`src/design/fde_pkg.sv`:
```
// shared types and constants for the fat directory entry search block
// no dependencies; imported by every module of the block

package fde_pkg;

  typedef enum logic [1:0] {
    ST_SKIP  = 2'd0,
    ST_FOUND = 2'd1,
    ST_END   = 2'd2
  } status_t;

  // configuration register indexes
  localparam logic [7:0] REG_NAME_FIRST = 8'd0;
  localparam logic [7:0] REG_NAME_LAST  = 8'd1;
  localparam logic [7:0] REG_DATA_START = 8'd2;
  localparam logic [7:0] REG_CLUS_SECT  = 8'd3;

  // directory entry layout
  localparam logic [4:0] OFS_LEAD     = 5'h00;
  localparam logic [4:0] OFS_ATTR     = 5'h0b;
  localparam logic [4:0] OFS_CLUS_HI  = 5'h14;
  localparam logic [4:0] OFS_CLUS_LO  = 5'h1a;
  localparam logic [4:0] OFS_SIZE     = 5'h1c;
  localparam logic [4:0] OFS_LAST     = 5'h1f;
  localparam int         NAME_LEN     = 11;

  localparam logic [7:0] LEAD_END     = 8'h00;
  localparam logic [7:0] LEAD_DELETED = 8'he5;
  localparam logic [7:0] ATTR_MASK    = 8'h3f;
  localparam logic [7:0] ATTR_LFN     = 8'h0f;
  localparam logic [7:0] ATTR_HIDE    = 8'h02;
  localparam logic [7:0] ATTR_VOLUME  = 8'h08;

  localparam logic [31:0] FIRST_DATA_CLUSTER = 32'd2;

  // one classified directory entry
  typedef struct packed {
    status_t     status;
    logic [31:0] cluster;
    logic [31:0] size;
  } entry_t;

endpackage

```
`src/design/fde_front.sv`:
```
// front end: assembles 32-byte directory entries, compares the 8.3 name
// and classifies each entry on its last byte; uses fde_pkg

module fde_front (
  input  logic            clk,
  input  logic            rst_n,
  input  logic            accept,
  input  logic [7:0]      data_byte,
  input  logic            scan_begin,
  input  logic [63:0]     name_first_eight,
  input  logic [23:0]     name_last_three,
  output logic            push,
  output fde_pkg::entry_t entry
);
  import fde_pkg::*;

  logic [4:0]  offset_r, offset_nxt;
  logic [7:0]  lead_r, lead_nxt;
  logic        equal_r, equal_nxt;
  logic [7:0]  attr_r, attr_nxt;
  logic [31:0] cluster_r, cluster_nxt;
  logic [31:0] size_r, size_nxt;
  logic        finished_r, finished_nxt;

  logic [7:0]  name_bytes [NAME_LEN];
  logic [4:0]  pos;
  logic        eq_in;
  logic        active;
  logic [7:0]  wanted;
  logic        is_name;
  status_t     status;

  always_comb begin
    for (int i = 0; i < 8; i++) name_bytes[i] = name_first_eight[i*8 +: 8];
    for (int i = 0; i < 3; i++) name_bytes[8+i] = name_last_three[i*8 +: 8];
  end

  // scan_begin restarts the position and the compare flag
  assign pos     = scan_begin ? OFS_LEAD : offset_r;
  assign eq_in   = scan_begin ? 1'b1 : equal_r;
  assign active  = accept && !(finished_r && !scan_begin);
  assign is_name = pos < 5'(NAME_LEN);
  assign wanted  = is_name ? name_bytes[pos[3:0]] : 8'h00;

  // classification on the last byte; lead, attribute and name are complete
  always_comb begin
    if (lead_r == LEAD_END)
      status = ST_END;
    else if (lead_r == LEAD_DELETED)
      status = ST_SKIP;
    else if ((attr_r & ATTR_MASK) == ATTR_LFN || (attr_r & ATTR_HIDE) != 8'h00 ||
             (attr_r & ATTR_VOLUME) != 8'h00)
      status = ST_SKIP;
    else if (equal_r)
      status = ST_FOUND;
    else
      status = ST_SKIP;
  end

  always_comb begin
    offset_nxt   = offset_r;
    lead_nxt     = lead_r;
    equal_nxt    = equal_r;
    attr_nxt     = attr_r;
    cluster_nxt  = cluster_r;
    size_nxt     = size_r;
    finished_nxt = finished_r;
    if (accept && scan_begin) begin
      offset_nxt   = OFS_LEAD;
      equal_nxt    = 1'b1;
      finished_nxt = 1'b0;
    end
    if (active) begin
      equal_nxt = eq_in;
      if (pos == OFS_LEAD) begin
        lead_nxt  = data_byte;
        equal_nxt = 1'b1;
      end
      if (is_name && data_byte != wanted) equal_nxt = 1'b0;
      if (pos == OFS_ATTR) attr_nxt = data_byte;
      if (pos == OFS_CLUS_HI)        cluster_nxt[23:16] = data_byte;
      if (pos == OFS_CLUS_HI + 5'd1) cluster_nxt[31:24] = data_byte;
      if (pos == OFS_CLUS_LO)        cluster_nxt[7:0]   = data_byte;
      if (pos == OFS_CLUS_LO + 5'd1) cluster_nxt[15:8]  = data_byte;
      if (pos >= OFS_SIZE) size_nxt[(pos[1:0])*8 +: 8] = data_byte;
      offset_nxt = pos + 5'd1;
      if (pos == OFS_LAST && status != ST_SKIP) finished_nxt = 1'b1;
    end
  end

  assign push          = active && pos == OFS_LAST;
  assign entry.status  = status;
  assign entry.cluster = cluster_r;
  assign entry.size    = {data_byte, size_r[23:0]};

  always_ff @(posedge clk) begin
    if (!rst_n) begin
      offset_r   <= 5'd0;
      lead_r     <= 8'd0;
      equal_r    <= 1'b1;
      attr_r     <= 8'd0;
      cluster_r  <= 32'd0;
      size_r     <= 32'd0;
      finished_r <= 1'b0;
    end else begin
      offset_r   <= offset_nxt;
      lead_r     <= lead_nxt;
      equal_r    <= equal_nxt;
      attr_r     <= attr_nxt;
      cluster_r  <= cluster_nxt;
      size_r     <= size_nxt;
      finished_r <= finished_nxt;
    end
  end

`ifndef SYNTHESIS
  a_push_wraps: assert property (@(posedge clk) disable iff (!rst_n)
    push |=> offset_r == OFS_LEAD)
    else $error("entry position did not wrap after last byte");

  a_done_sticks: assert property (@(posedge clk) disable iff (!rst_n)
    push && entry.status != ST_SKIP |=> finished_r)
    else $error("scan not finished after found or end entry");
`endif

endmodule

```
`src/design/fde_queue.sv`:
```
// short entry queue between the front and back ends
// register-based fifo of fde_pkg::entry_t

module fde_queue #(
  parameter int DEPTH = 4
) (
  input  logic            clk,
  input  logic            rst_n,
  input  logic            push,
  input  fde_pkg::entry_t push_data,
  output logic            full,
  input  logic            pop,
  output fde_pkg::entry_t pop_data,
  output logic            empty
);
  import fde_pkg::*;

  localparam int PW = (DEPTH > 1) ? $clog2(DEPTH) : 1;
  localparam int CW = $clog2(DEPTH + 1);

  entry_t        mem [DEPTH];
  logic [PW-1:0] wr_r, wr_nxt;
  logic [PW-1:0] rd_r, rd_nxt;
  logic [CW-1:0] count_r, count_nxt;
  logic          do_push, do_pop;

  assign full     = count_r == CW'(DEPTH);
  assign empty    = count_r == '0;
  assign do_push  = push && !full;
  assign do_pop   = pop && !empty;
  assign pop_data = mem[rd_r];

  always_comb begin
    wr_nxt    = wr_r;
    rd_nxt    = rd_r;
    count_nxt = count_r;
    if (do_push) wr_nxt = (wr_r == PW'(DEPTH - 1)) ? '0 : wr_r + 1'b1;
    if (do_pop)  rd_nxt = (rd_r == PW'(DEPTH - 1)) ? '0 : rd_r + 1'b1;
    if (do_push && !do_pop) count_nxt = count_r + 1'b1;
    else if (do_pop && !do_push) count_nxt = count_r - 1'b1;
  end

  always_ff @(posedge clk) begin
    if (do_push) mem[wr_r] <= push_data;
  end

  always_ff @(posedge clk) begin
    if (!rst_n) begin
      wr_r    <= '0;
      rd_r    <= '0;
      count_r <= '0;
    end else begin
      wr_r    <= wr_nxt;
      rd_r    <= rd_nxt;
      count_r <= count_nxt;
    end
  end

`ifndef SYNTHESIS
  a_no_overflow: assert property (@(posedge clk) disable iff (!rst_n)
    push |-> !full)
    else $error("entry pushed into full queue");
`endif

endmodule

```
`src/design/fde_back.sv`:
```
// back end: turns a classified entry into a result, computing the first
// data sector over two stages; uses fde_pkg

module fde_back (
  input  logic            clk,
  input  logic            rst_n,
  input  logic            q_empty,
  input  fde_pkg::entry_t q_data,
  output logic            q_pop,
  input  logic [31:0]     data_region_start,
  input  logic [7:0]      cluster_sectors,
  output logic            out_empty,
  input  logic            out_pop,
  output logic [1:0]      out_entry_status,
  output logic [31:0]     out_start_cluster,
  output logic [31:0]     out_start_sector,
  output logic [31:0]     out_byte_length
);
  import fde_pkg::*;

  logic        s1_v_r, s1_v_nxt;
  entry_t      s1_r;
  logic [31:0] prod_r;
  logic [39:0] prod_full;
  logic        out_v_r, out_v_nxt;
  logic        out_ready, s1_en;
  logic        found;

  assign out_ready = !out_v_r || out_pop;
  assign s1_en     = !s1_v_r || out_ready;
  assign q_pop     = s1_en && !q_empty;
  assign prod_full = (q_data.cluster - FIRST_DATA_CLUSTER) * cluster_sectors;
  assign found     = s1_r.status == ST_FOUND;
  assign out_empty = !out_v_r;

  always_comb begin
    s1_v_nxt  = s1_en ? !q_empty : s1_v_r;
    out_v_nxt = out_ready ? s1_v_r : out_v_r;
  end

  always_ff @(posedge clk) begin
    if (q_pop) begin
      s1_r   <= q_data;
      prod_r <= prod_full[31:0];
    end
    if (out_ready && s1_v_r) begin
      out_entry_status  <= s1_r.status;
      out_start_cluster <= found ? s1_r.cluster : 32'd0;
      out_start_sector  <= found ? data_region_start + prod_r : 32'd0;
      out_byte_length   <= found ? s1_r.size : 32'd0;
    end
  end

  always_ff @(posedge clk) begin
    if (!rst_n) begin
      s1_v_r  <= 1'b0;
      out_v_r <= 1'b0;
    end else begin
      s1_v_r  <= s1_v_nxt;
      out_v_r <= out_v_nxt;
    end
  end

`ifndef SYNTHESIS
  a_zero_unless_found: assert property (@(posedge clk) disable iff (!rst_n)
    !out_empty && out_entry_status != ST_FOUND |->
      out_start_cluster == 32'd0 && out_start_sector == 32'd0 &&
      out_byte_length == 32'd0)
    else $error("payload not cleared on non-match result");
`endif

endmodule

```
`src/design/fat_directory_entry_search.sv`:
```
// fat 8.3 directory entry search: one result per 32-byte entry until a found or end entry
// path: an entry goes through the entry queue, the product stage and the output register
// throughput: one byte every cycle while in_full is low; in_full rises only when the
// entry queue holds QUEUE_DEPTH entries that the back end has not yet taken
// reset: synchronous active-low rst_n resets position, flags, queue and output valid;
// configuration returns to name zero, data start zero, one sector per cluster

module fat_directory_entry_search #(
  parameter int QUEUE_DEPTH = 4
) (
  input  logic        clk,
  input  logic        rst_n,
  input  logic        in_push,
  output logic        in_full,
  input  logic [7:0]  in_data_byte,
  input  logic        in_scan_begin,
  output logic        out_empty,
  input  logic        out_pop,
  output logic [1:0]  out_entry_status,
  output logic [31:0] out_start_cluster,
  output logic [31:0] out_start_sector,
  output logic [31:0] out_byte_length,
  input  logic        cfg_valid,
  output logic        cfg_ready,
  input  logic [7:0]  cfg_index,
  input  logic [63:0] cfg_data
);
  import fde_pkg::*;

  logic [63:0] name_first_r;
  logic [23:0] name_last_r;
  logic [31:0] data_start_r;
  logic [7:0]  clus_sect_r;

  logic   accept;
  logic   f_push, q_full, q_empty, q_pop;
  entry_t f_entry, q_data;

  assign cfg_ready = 1'b1;
  assign accept    = in_push && !in_full;
  assign in_full   = q_full;

  always_ff @(posedge clk) begin
    if (!rst_n) begin
      name_first_r <= 64'd0;
      name_last_r  <= 24'd0;
      data_start_r <= 32'd0;
      clus_sect_r  <= 8'd1;
    end else if (cfg_valid && cfg_ready) begin
      case (cfg_index)
        REG_NAME_FIRST: name_first_r <= cfg_data;
        REG_NAME_LAST:  name_last_r  <= cfg_data[23:0];
        REG_DATA_START: data_start_r <= cfg_data[31:0];
        REG_CLUS_SECT:  clus_sect_r  <= cfg_data[7:0];
        default: ;
      endcase
    end
  end

  fde_front u_front (
    .clk              (clk),
    .rst_n            (rst_n),
    .accept           (accept),
    .data_byte        (in_data_byte),
    .scan_begin       (in_scan_begin),
    .name_first_eight (name_first_r),
    .name_last_three  (name_last_r),
    .push             (f_push),
    .entry            (f_entry)
  );

  fde_queue #(.DEPTH(QUEUE_DEPTH)) u_queue (
    .clk       (clk),
    .rst_n     (rst_n),
    .push      (f_push),
    .push_data (f_entry),
    .full      (q_full),
    .pop       (q_pop),
    .pop_data  (q_data),
    .empty     (q_empty)
  );

  fde_back u_back (
    .clk               (clk),
    .rst_n             (rst_n),
    .q_empty           (q_empty),
    .q_data            (q_data),
    .q_pop             (q_pop),
    .data_region_start (data_start_r),
    .cluster_sectors   (clus_sect_r),
    .out_empty         (out_empty),
    .out_pop           (out_pop),
    .out_entry_status  (out_entry_status),
    .out_start_cluster (out_start_cluster),
    .out_start_sector  (out_start_sector),
    .out_byte_length   (out_byte_length)
  );

endmodule
```
`config.mk`:
```
export PLATFORM = sky130hd
export DESIGN_NAME = fat_directory_entry_search
export DESIGN_NICKNAME = d
export VERILOG_FILES = /design/src/design/fde_pkg.sv /design/src/design/fde_front.sv /design/src/design/fde_queue.sv /design/src/design/fde_back.sv /design/src/design/fat_directory_entry_search.sv
export SDC_FILE = /design/constraint.sdc
export NUM_CORES = 1
export LEC_CHECK = 0
export BUFFER_PORTS_ARGS = -buffer_cell sky130_fd_sc_hd__buf_2
export CORE_ASPECT_RATIO = 0.6
export CORE_MARGIN = 2
export CORE_UTILIZATION = 30
export DETAILED_ROUTE_END_ITERATION = 10
export GPL_TIMING_DRIVEN = 1
export HOLD_SLACK_MARGIN = 0.15
export PLACE_DENSITY_LB_ADDON = 0.15
export SETUP_SLACK_MARGIN = 0.02
export SLEW_MARGIN = 20
export SYNTH_ARGS = -nofsm -noshare
export SYNTH_HDL_FRONTEND = slang
export SYNTH_SLANG_ARGS = --single-unit
```
`constraint.sdc`:
```
create_clock -name clk -period 7.2 [get_ports clk]
set_input_delay 1.08 -clock clk [delete_from_list [all_inputs] [get_ports clk]]
set_output_delay 1.08 -clock clk [all_outputs]
set_load 0.005 [all_outputs]
```
Yosys cells after proc, flatten, opt, wreduce, memory -nomap -nowiden
Memories as Yosys holds them, arrays and structs flattened. A register that Yosys moved wholly into a read port is not among the register bits.
Cells that the tools add are included.
{ "word_totals": {"reg_bits": 418, "ramBits": 264, "in_bits": 86, "output_inout_bits": 101, "wordCells": 132, "n_memories": 1} }
{ "op_classes": {"add_sub_neg": 8, "n_mul": 1, "magnitude_cmp": 3, "eq_ne": 17, "n_shift": 2, "muxes": 28, "bitwise_logic": 1, "reduce_logical": 44} }
{ "memory_table": {"columns": ["memory", "depth", "word_bits", "read_ports", "rd_clocked_by_memory_dff", "wr", "line_no", "text"], "rows": [
  ["u_queue.mem", 4, 66, 1, 1, 1, "fde_queue.sv:21", "entry_t mem [DEPTH];"]
]} }
{ "op_table": {"columns": ["op", "n"], "rows": [
  ["$mul 40x8->32", 1],
  ["$neg 5->34", 1],
  ["$shift 8x34->32 const A", 1],
  ["$shiftx 8x34->32", 1],
  ["$sub 32x2->33 const B", 1],
  ["$add 32x32->32", 1],
  ["$bmux 8 s4", 1],
  ["$bwmux 32", 1],
  ["$eq 5x5->1 const B", 5],
  ["$mux 8", 3],
  ["$reduce_and 2->1", 12],
  ["$eq 8x2->1 const B", 2],
  ["$logic_not 8->1", 2],
  ["$mux 5", 3],
  ["$mux 2", 7],
  ["$logic_and 1x1->1", 13],
  ["$mux 1", 11],
  ["$ge 5x5->1 const B", 2],
  ["$eq 8x1->1 const B", 1],
  ["$eq 8x8->1 const B", 1],
  ["$logic_not 1->1", 8],
  ["$ne 8x8->1", 1],
  ["$eq 6x4->1 const B", 1],
  ["$mux 3", 2],
  ["other kinds (15)", 22]
]} }

Logic depth before layout (Yosys ltp)
Gate-level depths: netlist of the first run.
{ "depth": {"word_depth": 10, "depth_mapped": 30, "depth_no_buf": 28} }

Hierarchy
Synthesis of the first run repeated with hierarchy kept, for this count alone.
{ "unflattened": {"cells_unflattened": 2827, "area_unflattened_um2": 34642.0} }
{ "by_module_without_submodules": {"columns": ["module", "n_inst", "cells_per_inst", "area_each_um2", "seq_area_each_um2"], "rows": [
  ["fde_back", 1, 1444, 15613.7, 5925.7],
  ["fde_queue", 1, 395, 9993.3, 8107.8],
  ["fat_directory_entry_search", 1, 493, 4959.8, 2562.5],
  ["fde_front", 1, 495, 4075.2, 1461.4]
]} }

Least setup slack after synthesis of the first run
No wires, ideal clock.
{ "synth_path": {"path_kind": "in2reg", "start": "input port out_pop", "end": "register u_queue.count_r[2]", "setup_ps": 76, "t_arrival_ps": 7691, "required_ps": 7124, "path_slack_ps": -567, "stages": 9, "path_buffers": 0, "cell_sequence": "nor2_1 a21oi_1 inv_1 ha_1 inv_1 fa_1 xor2_1 or3_1 a21boi_0"} }
{ "synth_between": {"elab_chain_cells": 7, "elab_cells_between_ends": 9, "cone_classes": "mux: 1; reduce/logical: 8"} }
{ "synth_rtl": {"columns": ["element", "line_no", "text"], "rows": [
  ["from (decl)", "fat_directory_entry_search.sv:18", "input logic out_pop,"],
  ["$logic_or 1x1->1 *", "fde_back.sv:29", "assign out_ready = !out_v_r || out_pop;"],
  ["$logic_or 1x1->1 *", "fde_back.sv:30", "assign s1_en = !s1_v_r || out_ready;"],
  ["$logic_and 1x1->1 *", "fde_back.sv:31", "assign q_pop = s1_en && !q_empty;"],
  ["named net q_pop", "fat_directory_entry_search.sv:36", "logic f_push, q_full, q_empty, q_pop;"],
  ["$logic_and 1x1->1 *", "fde_queue.sv:30", "assign do_pop = pop && !empty;"],
  ["$logic_not 1->1", "fde_queue.sv:39", "if (do_push && !do_pop) count_nxt = count_r + 1'b1;"],
  ["$logic_and 1x1->1", "fde_queue.sv:39", null],
  ["$mux 3 / $reduce_bool 2->1 (equally long branches)", null, null],
  ["to (signal assigned)", "fde_queue.sv:55", "count_r <= count_nxt;"],
  ["to (decl)", "fde_queue.sv:24", "logic [CW-1:0] count_r, count_nxt;"]
]} }
The timed path passes the listed nets; every way through them passes the cells marked *.
A chain may end at the register's enable or synchronous reset.

==> report_table.html, run 1 <==
<table>
<tr><th>Metric</th><th>Value</th></tr>
<tr><th colspan="2">Critical path</th></tr>
<tr><td>Required time worst endpoint</td><td>7.60 ns</td></tr>
<tr><td>Delay of the slowest cell on the worst path</td><td>0.55 ns</td></tr>
<tr><td>Kind of start point of the critical path</td><td>flip-flop</td></tr>
<tr><td>Largest driver fanout on the critical path</td><td>6</td></tr>
<tr><td>Cell with the largest stage delay on the worst path</td><td>sky130_fd_sc_hd__fa_1</td></tr>
<tr><td>Type of element capturing the critical path</td><td>flip-flop</td></tr>
<tr><td>Critical setup path kind</td><td>flip-flop to flip-flop</td></tr>
<tr><td>CP most frequent cell</td><td>sky130_fd_sc_hd__buf_4</td></tr>
<tr><td>Capturing point of the worst reg2reg path</td><td>u_back.prod_r[24]</td></tr>
<tr><td>Cells on worst reg2reg path</td><td>30</td></tr>
<tr><td>Data arrival time at the worst-slack endpoint</td><td>7.54 ns</td></tr>
<tr><td>Reg-to-reg slack, setup</td><td>0.06 ns</td></tr>
<tr><th colspan="2">Yosys</th></tr>
<tr><td>Proportion of synthesized flip-flops having asynchronous set or reset</td><td>0%</td></tr>
<tr><td>Dominant synthesized flop cell</td><td>sky130_fd_sc_hd__edfxtp_1</td></tr>
<tr><td>Cell taking the most area after synthesis</td><td>sky130_fd_sc_hd__edfxtp_1</td></tr>
<tr><td>Post-Syn Instances</td><td>2787</td></tr>
<tr><td>Top cells by area in the synthesized netlist</td><td>sky130_fd_sc_hd__edfxtp_1, sky130_fd_sc_hd__dfxtp_1, sky130_fd_sc_hd__fa_1</td></tr>
<tr><td>Portion of synthesized cell area occupied by the leading cell type</td><td>40.78%</td></tr>
<tr><td>Number of synthesized flops with an enable pin</td><td>460</td></tr>
<tr><td>Area of the mapped netlist</td><td>33870 um^2</td></tr>
<tr><td>Synthesis warning total</td><td>0</td></tr>
<tr><td>Syn_nets</td><td>3115</td></tr>
<tr><td>Register area share after synthesis</td><td>53.31%</td></tr>
<tr><td>Register bit total from synthesis</td><td>672</td></tr>
<tr><td>Post-Syn Area per Cell</td><td>12.15 um^2</td></tr>
<tr><td>Leading cell type by number of instances after synthesis</td><td>sky130_fd_sc_hd__edfxtp_1</td></tr>
<tr><td>Most used standard cells in the synthesized netlist</td><td>sky130_fd_sc_hd__edfxtp_1, sky130_fd_sc_hd__nand2_1, sky130_fd_sc_hd__nor2b_1</td></tr>
<tr><td>Count of unique library cells instantiated by Yosys</td><td>69</td></tr>
<tr><th colspan="2">Clocking</th></tr>
<tr><td>CTS Hold Bufs</td><td>0</td></tr>
<tr><td>Buffers from clock root to sink, at most</td><td>3</td></tr>
<tr><td>Clock sinks</td><td>672</td></tr>
<tr><td>Clk_lat worst skew</td><td>0.66 ns</td></tr>
<tr><td>CTS tree</td><td>done</td></tr>
<tr><td>CTS Root Cell</td><td>sky130_fd_sc_hd__clkbuf_16</td></tr>
<tr><td>Clk slew on worst S/H paths</td><td>0.06 ns</td></tr>
<tr><td>H-Tree Depth</td><td>3</td></tr>
<tr><td>Clock buffers created by TritonCTS</td><td>71</td></tr>
<tr><th colspan="2">Die</th></tr>
<tr><td>Area of the die</td><td>115700 um^2</td></tr>
<tr><td>Starting density of the core</td><td>30.25%</td></tr>
<tr><td>Core region area</td><td>112000 um^2</td></tr>
<tr><td>Die Width</td><td>437.8 um</td></tr>
<tr><td>Vertical extent of the die</td><td>264.3 um</td></tr>
<tr><td>Ports placed on the boundary</td><td>187</td></tr>
<tr><td>Standard-cell rows</td><td>95</td></tr>
<tr><th colspan="2">Power</th></tr>
<tr><td>Sequential power share</td><td>48.0%</td></tr>
<tr><td>Sw frac</td><td>27.74%</td></tr>
<tr><td>Leak</td><td>0.01588 uW</td></tr>
<tr><td>Portion of total power attributed to combinational logic</td><td>16.1%</td></tr>
<tr><td>Power dissipated by switching net loads</td><td>2860 uW</td></tr>
<tr><td>PD cells</td><td>253.9 nW/um^2</td></tr>
<tr><td>Total power draw</td><td>10310 uW</td></tr>
<tr><td>Relative contribution of the clock network to total power</td><td>35.9%</td></tr>
<tr><td>Internal power contribution</td><td>7451 uW</td></tr>
<tr><td>Max IR drop VDD</td><td>0.0002133 V</td></tr>
<tr><th colspan="2">Timing</th></tr>
<tr><td>Final clock skew</td><td>0.03632 ns</td></tr>
<tr><td>Hold Fails Final Rpt</td><td>0</td></tr>
<tr><td>Setup slack of the critical path after layout</td><td>0.06298 ns</td></tr>
<tr><td>Share of the cycle needed by the critical path after routing</td><td>99.13%</td></tr>
<tr><td>Unrepaired setup endpoints after global routing</td><td>true</td></tr>
<tr><td>Number of pins with negative max-slew slack in the final report</td><td>0</td></tr>
<tr><td>Headroom to the max-slew limit</td><td>28.04%</td></tr>
<tr><td>Maximum frequency from static timing analysis</td><td>0.1401 GHz</td></tr>
<tr><td>Setup-failing EPs final</td><td>0</td></tr>
<tr><td>Actual slew at the worst max-slew pin</td><td>1.079 ns</td></tr>
<tr><td>Min Clock Period, post-route</td><td>7.137 ns</td></tr>
<tr><th colspan="2">Placed design</th></tr>
<tr><td>Routability-driven placement congestion ratio</td><td>0.8394</td></tr>
<tr><td>Port Buf Inserts</td><td>185</td></tr>
<tr><td>HPWL after detailed placement</td><td>67170 um</td></tr>
<tr><td>DP Cell Count</td><td>4513</td></tr>
<tr><td>Post-placement worst setup slack</td><td>-0.2338 ns</td></tr>
<tr><th colspan="2">Cells and area</th></tr>
<tr><td>Number of filler cells placed in the layout</td><td>11020</td></tr>
<tr><td>Non-filler instance count after layout</td><td>4669</td></tr>
<tr><td>Area growth syn-to-layout</td><td>19.89%</td></tr>
<tr><td>Layout net count</td><td>3432</td></tr>
<tr><td>Fraction of layout cells with a size suffix above 1</td><td>20.90%</td></tr>
<tr><th colspan="2">Job</th></tr>
<tr><td>Max Cap Violations</td><td>0</td></tr>
<tr><th colspan="2">Route</th></tr>
<tr><td>Detailed-route via count</td><td>22160</td></tr>
<tr><td>Total Routed Length</td><td>96340 um</td></tr>
<tr><td>Antenna Nets Post-Route</td><td>0</td></tr>
<tr><td>Average wire per standard cell</td><td>20.63 um</td></tr>
<tr><td>DRC violation count after routing</td><td>0</td></tr>
<tr><td>Drt initial violations</td><td>1539</td></tr>
<tr><td>Vias per inst</td><td>4.747</td></tr>
<tr><td>Drt pass-1 iters</td><td>5</td></tr>
<tr><th colspan="2">Worst hold path</th></tr>
<tr><td>Depth of the worst hold-timing path</td><td>2</td></tr>
<tr><td>Startpoint of the most critical hold path</td><td>name_first_r[49]</td></tr>
<tr><td>Hold Crit Endpoint</td><td>name_first_r[49]</td></tr>
<tr><td>Hold crit path type</td><td>flip-flop to flip-flop</td></tr>
<tr><th colspan="2">Status</th></tr>
<tr><td>Result of the run</td><td>finished, final reports clean</td></tr>
<tr><th colspan="2">Global route</th></tr>
<tr><td>Gr usage total</td><td>16.62%</td></tr>
<tr><td>Antenna violations before repair</td><td>14</td></tr>
<tr><td>GR Overflow Total</td><td>0</td></tr>
<tr><td>Pin count of the biggest net entering global routing</td><td>106</td></tr>
<tr><td>Number of global-route vias before repair</td><td>22920</td></tr>
<tr><td>First-pass GRT wire length</td><td>144900 um</td></tr>
</table>
-- final cells by class --
| class | instances | area (um^2) | area share [%] |
|---|---|---|---|
| repair buffers | 373 | 2449 | 6.029 |
| inverters | 191 | 716.9 | 1.765 |
| flip-flops and latches | 672 | 18060 | 44.48 |
| multi-input cells | 1795 | 15180 | 37.38 |
| clock buffers | 99 | 2014 | 4.960 |
| diodes | 3 | 7.507 | 0.01849 |
| well taps | 1503 | 1881 | 4.631 |
| clock inverters | 33 | 301.5 | 0.7425 |
-- cell usage in the layout, fill, tap and decap left out, drive strengths merged, types with 4 or more instances in the layout --
cell,instances
mux2i,54
nor3b,5
or2,4
a21o,28
o21a,14
nand4,8
nand2b,47
o21bai,5
xnor2,65
clkinv,25
nor2b,241
clkbuf,99
dfxtp,212
nor2,70
a211oi,34
xor2,28
a31oi,20
ha,84
inv,194
and3,11
or3,6
or4,9
edfxtp,460
a21oi,54
mux4,66
nand3,43
o21ai,26
fa,158
a21boi,152
and2,91
nor4,11
nor3,36
nand2,377
buf,373
o22ai,9
-- what timing repair did --
action / CTS / global route
setup endpoints to repair: 12 / 13
pin swaps: 4 / 70
setup buffers: 3 / 18
gates resized for setup: 21 / 101
-- per-stage QoR --
step	utilization, %	hold slack, ns	area [um^2]	setup TNS, ns
2_1_floorplan	-	0.4389	33880	0
3_3_place_gp	33.52	0.4477	37530	-1.677
3_5_place_dp	33.52	0.4547	37530	-1.548
4_1_cts	35.70	0.4633	39970	0
5_1_grt	36.27	0.4801	40610	-0.5611
6_report	36.27	0.4613	40610	0
-- sequential cells by signal (all words and copies together) (netlist names), 24 cells and up, named ones only --
name                      cells
u_back.out_start_cluster     32
u_back.out_start_sector      32
u_front.size_r               24
name_first_r                 64
u_back.out_byte_length       32
data_start_r                 32
name_last_r                  24
u_front.cluster_r            32
u_back.prod_r                32
u_queue.mem                 264
u_back.s1_r                  66
-- power by group through the flow --
| stage | Combinational, uW | Clock (uW) | Sequential (uW) |
|---|---|---|---|
| 5_1_grt | 1820 | 3960 | 5000 |
| 3_3_place_gp | 1650 | 0 | 5040 |
| 2_1_floorplan | 894 | 0 | 5010 |
| 3_5_place_dp | 1660 | 0 | 5040 |
| 4_1_cts | 1670 | 3810 | 4970 |
| 6_report | 1660 | 3700 | 4950 |
-- worst max-delay path: cells and delay by family (launching register included) --
kind | cells | cell delay, ns
fa+ha+maj | 5 | 2.33
buf+inv | 11 | 1.44
compound gates | 7 | 1.15
simple gates | 4 | 0.83
mux | 1 | 0.49
flops | 1 | 0.37
xor+xnor | 2 | 0.28
-- worst max-delay path by stage --
stage | end | slack (ns) | cells after the start | start
floorplan | u_back.prod_r[31] | 0.04 | 28 | flip-flop
global placement | u_back.prod_r[31] | -0.32 | 25 | flip-flop
detailed placement | u_back.prod_r[25] | -0.23 | 27 | flip-flop
CTS | u_back.prod_r[31] | 0.02 | 28 | flip-flop
global route | u_back.prod_r[31] | -0.20 | 29 | flip-flop
finish | u_back.prod_r[24] | 0.06 | 30 | flip-flop
-- kinds of logic (layout without fill, tap and decap cells) --
| kind of cell | Yosys count | count (layout) | share of synthesized area (%) |
|---|---|---|---|
| adder cells (fa/ha/maj) | 242 | 242 | 12.44 |
| flip-flops | 672 | 672 | 53.31 |
| other | 1 | 4 | 0.01107 |
| AND/OR/NAND/NOR | 970 | 970 | 14.59 |
| multiplexers | 120 | 120 | 5.984 |
| AO/OA/AOI/OAI | 368 | 368 | 7.550 |
| buffers and inverters | 320 | 696 | 3.646 |
| XOR/XNOR | 94 | 94 | 2.471 |
-- per-layer routing --
metal | part of all wire [%] | wire, um | global-route usage [%]
met1 | 51 | 48830 | 25.68
met2 | 42 | 40250 | 23.80
met3 | 5.7 | 5476 | 3.153
met4 | 1.8 | 1696 | 3.588
met5 | 0.090 | 87 | 0.5376
Power figures use the tool's default switching activity.
==> run 2: changes to the inputs <==
--- a/config.mk
+++ b/config.mk
@@ -12,7 +12,6 @@
 export DETAILED_ROUTE_END_ITERATION = 10
 export GPL_TIMING_DRIVEN = 1
 export HOLD_SLACK_MARGIN = 0.15
-export PLACE_DENSITY_LB_ADDON = 0.15
 export SETUP_SLACK_MARGIN = 0.02
 export SLEW_MARGIN = 20
 export SYNTH_ARGS = -nofsm -noshare
==> run 2 against run 1 <==
Net effect:
- sequential share of layout area up 0.15 points
- global-route usage shrank 0.72 points
- clock power shrank 1%
- wire length down 3.7%
- die area unchanged
- register-to-register slack gained 0.02 ns
- largest cell class unchanged
==> report_table.html, run 2 (same netlist as run 1, synthesis figures left out) <==
<table>
<tr><th>Metric</th><th>Value</th></tr>
<tr><th colspan="2">Power</th></tr>
<tr><td>Total power draw</td><td>10300 uW</td></tr>
<tr><td>Power dissipated by switching net loads</td><td>2855 uW</td></tr>
<tr><td>Sw frac</td><td>27.73%</td></tr>
<tr><td>PD cells</td><td>254.4 nW/um^2</td></tr>
<tr><td>Leak</td><td>0.01585 uW</td></tr>
<tr><td>Portion of total power attributed to combinational logic</td><td>16.1%</td></tr>
<tr><td>Internal power contribution</td><td>7440 uW</td></tr>
<tr><td>Max IR drop VDD</td><td>0.0002372 V</td></tr>
<tr><td>Relative contribution of the clock network to total power</td><td>35.6%</td></tr>
<tr><td>Sequential power share</td><td>48.3%</td></tr>
<tr><th colspan="2">Route</th></tr>
<tr><td>Vias per inst</td><td>4.762</td></tr>
<tr><td>Detailed-route via count</td><td>22190</td></tr>
<tr><td>Average wire per standard cell</td><td>19.90 um</td></tr>
<tr><td>Drt pass-1 iters</td><td>7</td></tr>
<tr><td>Total Routed Length</td><td>92740 um</td></tr>
<tr><td>Drt initial violations</td><td>2154</td></tr>
<tr><td>Antenna Nets Post-Route</td><td>0</td></tr>
<tr><td>DRC violation count after routing</td><td>0</td></tr>
<tr><th colspan="2">Timing</th></tr>
<tr><td>Setup slack of the critical path after layout</td><td>0.08037 ns</td></tr>
<tr><td>Worst hold-check slack</td><td>0.4604 ns</td></tr>
<tr><td>Min Clock Period, post-route</td><td>7.120 ns</td></tr>
<tr><td>Share of the cycle needed by the critical path after routing</td><td>98.88%</td></tr>
<tr><td>Setup-failing EPs final</td><td>0</td></tr>
<tr><td>Actual slew at the worst max-slew pin</td><td>1.098 ns</td></tr>
<tr><td>Hold Fails Final Rpt</td><td>0</td></tr>
<tr><td>Headroom to the max-slew limit</td><td>26.79%</td></tr>
<tr><td>Number of pins with negative max-slew slack in the final report</td><td>0</td></tr>
<tr><td>Unrepaired setup endpoints after global routing</td><td>true</td></tr>
<tr><td>Maximum frequency from static timing analysis</td><td>0.1405 GHz</td></tr>
<tr><td>Final clock skew</td><td>0.03085 ns</td></tr>
<tr><th colspan="2">Die</th></tr>
<tr><td>Starting density of the core</td><td>30.25%</td></tr>
<tr><td>Ports placed on the boundary</td><td>187</td></tr>
<tr><td>Area of the die</td><td>115700 um^2</td></tr>
<tr><td>Core region area</td><td>112000 um^2</td></tr>
<tr><td>Standard-cell rows</td><td>95</td></tr>
<tr><td>Vertical extent of the die</td><td>264.3 um</td></tr>
<tr><td>Die Width</td><td>437.8 um</td></tr>
<tr><th colspan="2">Critical path</th></tr>
<tr><td>Required time worst endpoint</td><td>7.58 ns</td></tr>
<tr><td>Critical setup path kind</td><td>flip-flop to flip-flop</td></tr>
<tr><td>Kind of start point of the critical path</td><td>flip-flop</td></tr>
<tr><td>Type of element capturing the critical path</td><td>flip-flop</td></tr>
<tr><td>Largest driver fanout on the critical path</td><td>4</td></tr>
<tr><td>Data arrival time at the worst-slack endpoint</td><td>7.50 ns</td></tr>
<tr><th colspan="2">Clocking</th></tr>
<tr><td>Clk_lat worst skew</td><td>0.66 ns</td></tr>
<tr><td>H-Tree Depth</td><td>3</td></tr>
<tr><td>Clock sinks</td><td>672</td></tr>
<tr><td>Clock buffers created by TritonCTS</td><td>67</td></tr>
<tr><td>CTS tree</td><td>done</td></tr>
<tr><td>Buffers from clock root to sink, at most</td><td>3</td></tr>
<tr><td>CTS Hold Bufs</td><td>0</td></tr>
<tr><td>CTS Root Cell</td><td>sky130_fd_sc_hd__clkbuf_16</td></tr>
<tr><td>Clk slew on worst S/H paths</td><td>0.07 ns</td></tr>
<tr><th colspan="2">Global route</th></tr>
<tr><td>Antenna violations before repair</td><td>9</td></tr>
<tr><td>Global Route met3 Usage</td><td>4.680%</td></tr>
<tr><td>Number of global-route vias before repair</td><td>21900</td></tr>
<tr><td>First-pass GRT wire length</td><td>138800 um</td></tr>
<tr><td>Most crowded layer after global routing</td><td>met1</td></tr>
<tr><td>Met2 Use GR</td><td>21.57%</td></tr>
<tr><td>Gr usage total</td><td>15.91%</td></tr>
<tr><td>Pin count of the biggest net entering global routing</td><td>93</td></tr>
<tr><td>GR Overflow Total</td><td>0</td></tr>
<tr><td>Global-route met1 utilization</td><td>24.21%</td></tr>
<tr><th colspan="2">Cells and area</th></tr>
<tr><td>Area growth syn-to-layout</td><td>19.47%</td></tr>
<tr><td>Registers with the most flip-flops</td><td>u_queue.mem: 264 flops, u_back.s1_r: 66 flops, name_first_r: 64 flops</td></tr>
<tr><td>Layout net count</td><td>3425</td></tr>
<tr><td>Non-filler instance count after layout</td><td>4660</td></tr>
<tr><td>Fraction of layout cells with a size suffix above 1</td><td>20.56%</td></tr>
<tr><td>Util after Layout</td><td>36.14%</td></tr>
<tr><td>Number of filler cells placed in the layout</td><td>10920</td></tr>
<tr><td>Max FFs per register</td><td>264</td></tr>
<tr><td>Most frequent cells in the layout</td><td>sky130_fd_sc_hd__edfxtp_1, sky130_fd_sc_hd__nand2_1, sky130_fd_sc_hd__nor2b_1, sky130_fd_sc_hd__dfxtp_1</td></tr>
<tr><td>Most common cell after layout, fill and taps aside</td><td>sky130_fd_sc_hd__edfxtp_1</td></tr>
<tr><td>Largest Register</td><td>u_queue.mem</td></tr>
<tr><th colspan="2">Placed design</th></tr>
<tr><td>DP Cell Count</td><td>4503</td></tr>
<tr><td>HPWL after detailed placement</td><td>64900 um</td></tr>
<tr><td>Routability-driven placement congestion ratio</td><td>0.8923</td></tr>
<tr><td>Post-placement worst setup slack</td><td>-0.3322 ns</td></tr>
<tr><td>Port Buf Inserts</td><td>185</td></tr>
<tr><th colspan="2">Job</th></tr>
<tr><td>Max Cap Violations</td><td>0</td></tr>
<tr><th colspan="2">Status</th></tr>
<tr><td>Result of the run</td><td>finished, final reports clean</td></tr>
<tr><th colspan="2">Worst hold path</th></tr>
<tr><td>Hold crit path type</td><td>flip-flop to flip-flop</td></tr>
</table>
-- run 2: cell count changes in the layout (fill, tap and decap cells not counted), sizes merged --
cell	previous run	this run
clkbuf	99	86
diode	3	5
bufinv	3	6
buf	373	369
inv	194	195
clkinv	25	27
-- run 2: routing by layer --
metal | share of wire [%] | up-vias
li1 | - | 10230
met2 | 40 | 691
met5 | 0.27 | -
met3 | 8.6 | 105
met1 | 49 | 11170
met4 | 1.7 | 6
-- run 2: per-stage QoR --
step	area [um^2]	setup TNS, ns
after floorplan	33880	0
after global placement	37430	-1.072
after detailed placement	37430	-1.675
after CTS	39810	0
after global routing	40470	-0.8233
final	40470	0
-- run 2: worst paths after layout --
path / endpoint / slack, ns / startpoint / cells past startpoint
setup reg to reg: u_back.prod_r[31] / 0.08 / flip-flop / 26
hold reg to reg: name_first_r[19] / 0.46 / name_first_r[19] / 2
hold / removal: name_first_r[19] / 0.46 / name_first_r[19] / 2
setup / recovery: u_back.prod_r[31] / 0.08 / flip-flop / 26
-- run 2: timing repair --
action | 4_1_cts | 5_1_grt
pin swaps | 5 | 58
endpoints found under the hold margin | 0 | 0
buffers inserted | 7 | 19
endpoints found under the setup margin | 10 | 13
gates cloned | 0 | 1
resized for setup | 12 | 92
-- run 2: final cells by class --
cell class	instances	area (um^2)	share of cell area (%)
flip-flops and latches	672	18060	44.63
inverters	191	716.9	1.771
clock buffers	85	1859	4.594
repair buffers	370	2419	5.976
diodes	5	12.51	0.03092
well taps	1503	1881	4.647
clock inverters	39	409.1	1.011
multi-input cells	1795	15110	37.34
-- run 2: power by group through the flow --
stage	Clock, uW	Combinational [uW]	Sequential (uW)
floorplan	0	894	5010
global placement	0	1630	5070
detailed placement	0	1630	5060
CTS	3750	1660	4990
global route	3880	1810	5020
finish	3660	1650	4980
-- run 2: worst max-delay path, cell delays in order (launching register included) --
cell                        delay (ns)
sky130_fd_sc_hd__dfxtp_4          0.41
sky130_fd_sc_hd__buf_12           0.12
sky130_fd_sc_hd__clkbuf_16        0.13
sky130_fd_sc_hd__mux4_2           0.50
sky130_fd_sc_hd__or4_4            0.50
sky130_fd_sc_hd__nand2b_4         0.18
sky130_fd_sc_hd__or4b_4           0.58
sky130_fd_sc_hd__nor3_4           0.23
sky130_fd_sc_hd__xnor2_2          0.15
sky130_fd_sc_hd__buf_4            0.17
sky130_fd_sc_hd__nor2b_4          0.04
sky130_fd_sc_hd__fa_1             0.46
sky130_fd_sc_hd__fa_1             0.50
sky130_fd_sc_hd__fa_1             0.55
sky130_fd_sc_hd__inv_1            0.05
sky130_fd_sc_hd__fa_1             0.52
sky130_fd_sc_hd__inv_1            0.06
sky130_fd_sc_hd__ha_4             0.24
sky130_fd_sc_hd__a21oi_2          0.15
sky130_fd_sc_hd__o21ai_2          0.08
sky130_fd_sc_hd__a21oi_2          0.13
sky130_fd_sc_hd__o21ai_2          0.08
sky130_fd_sc_hd__or3_4            0.36
sky130_fd_sc_hd__a211oi_2         0.25
sky130_fd_sc_hd__nor2_2           0.08
sky130_fd_sc_hd__a211oi_2         0.23
sky130_fd_sc_hd__xnor2_1          0.10
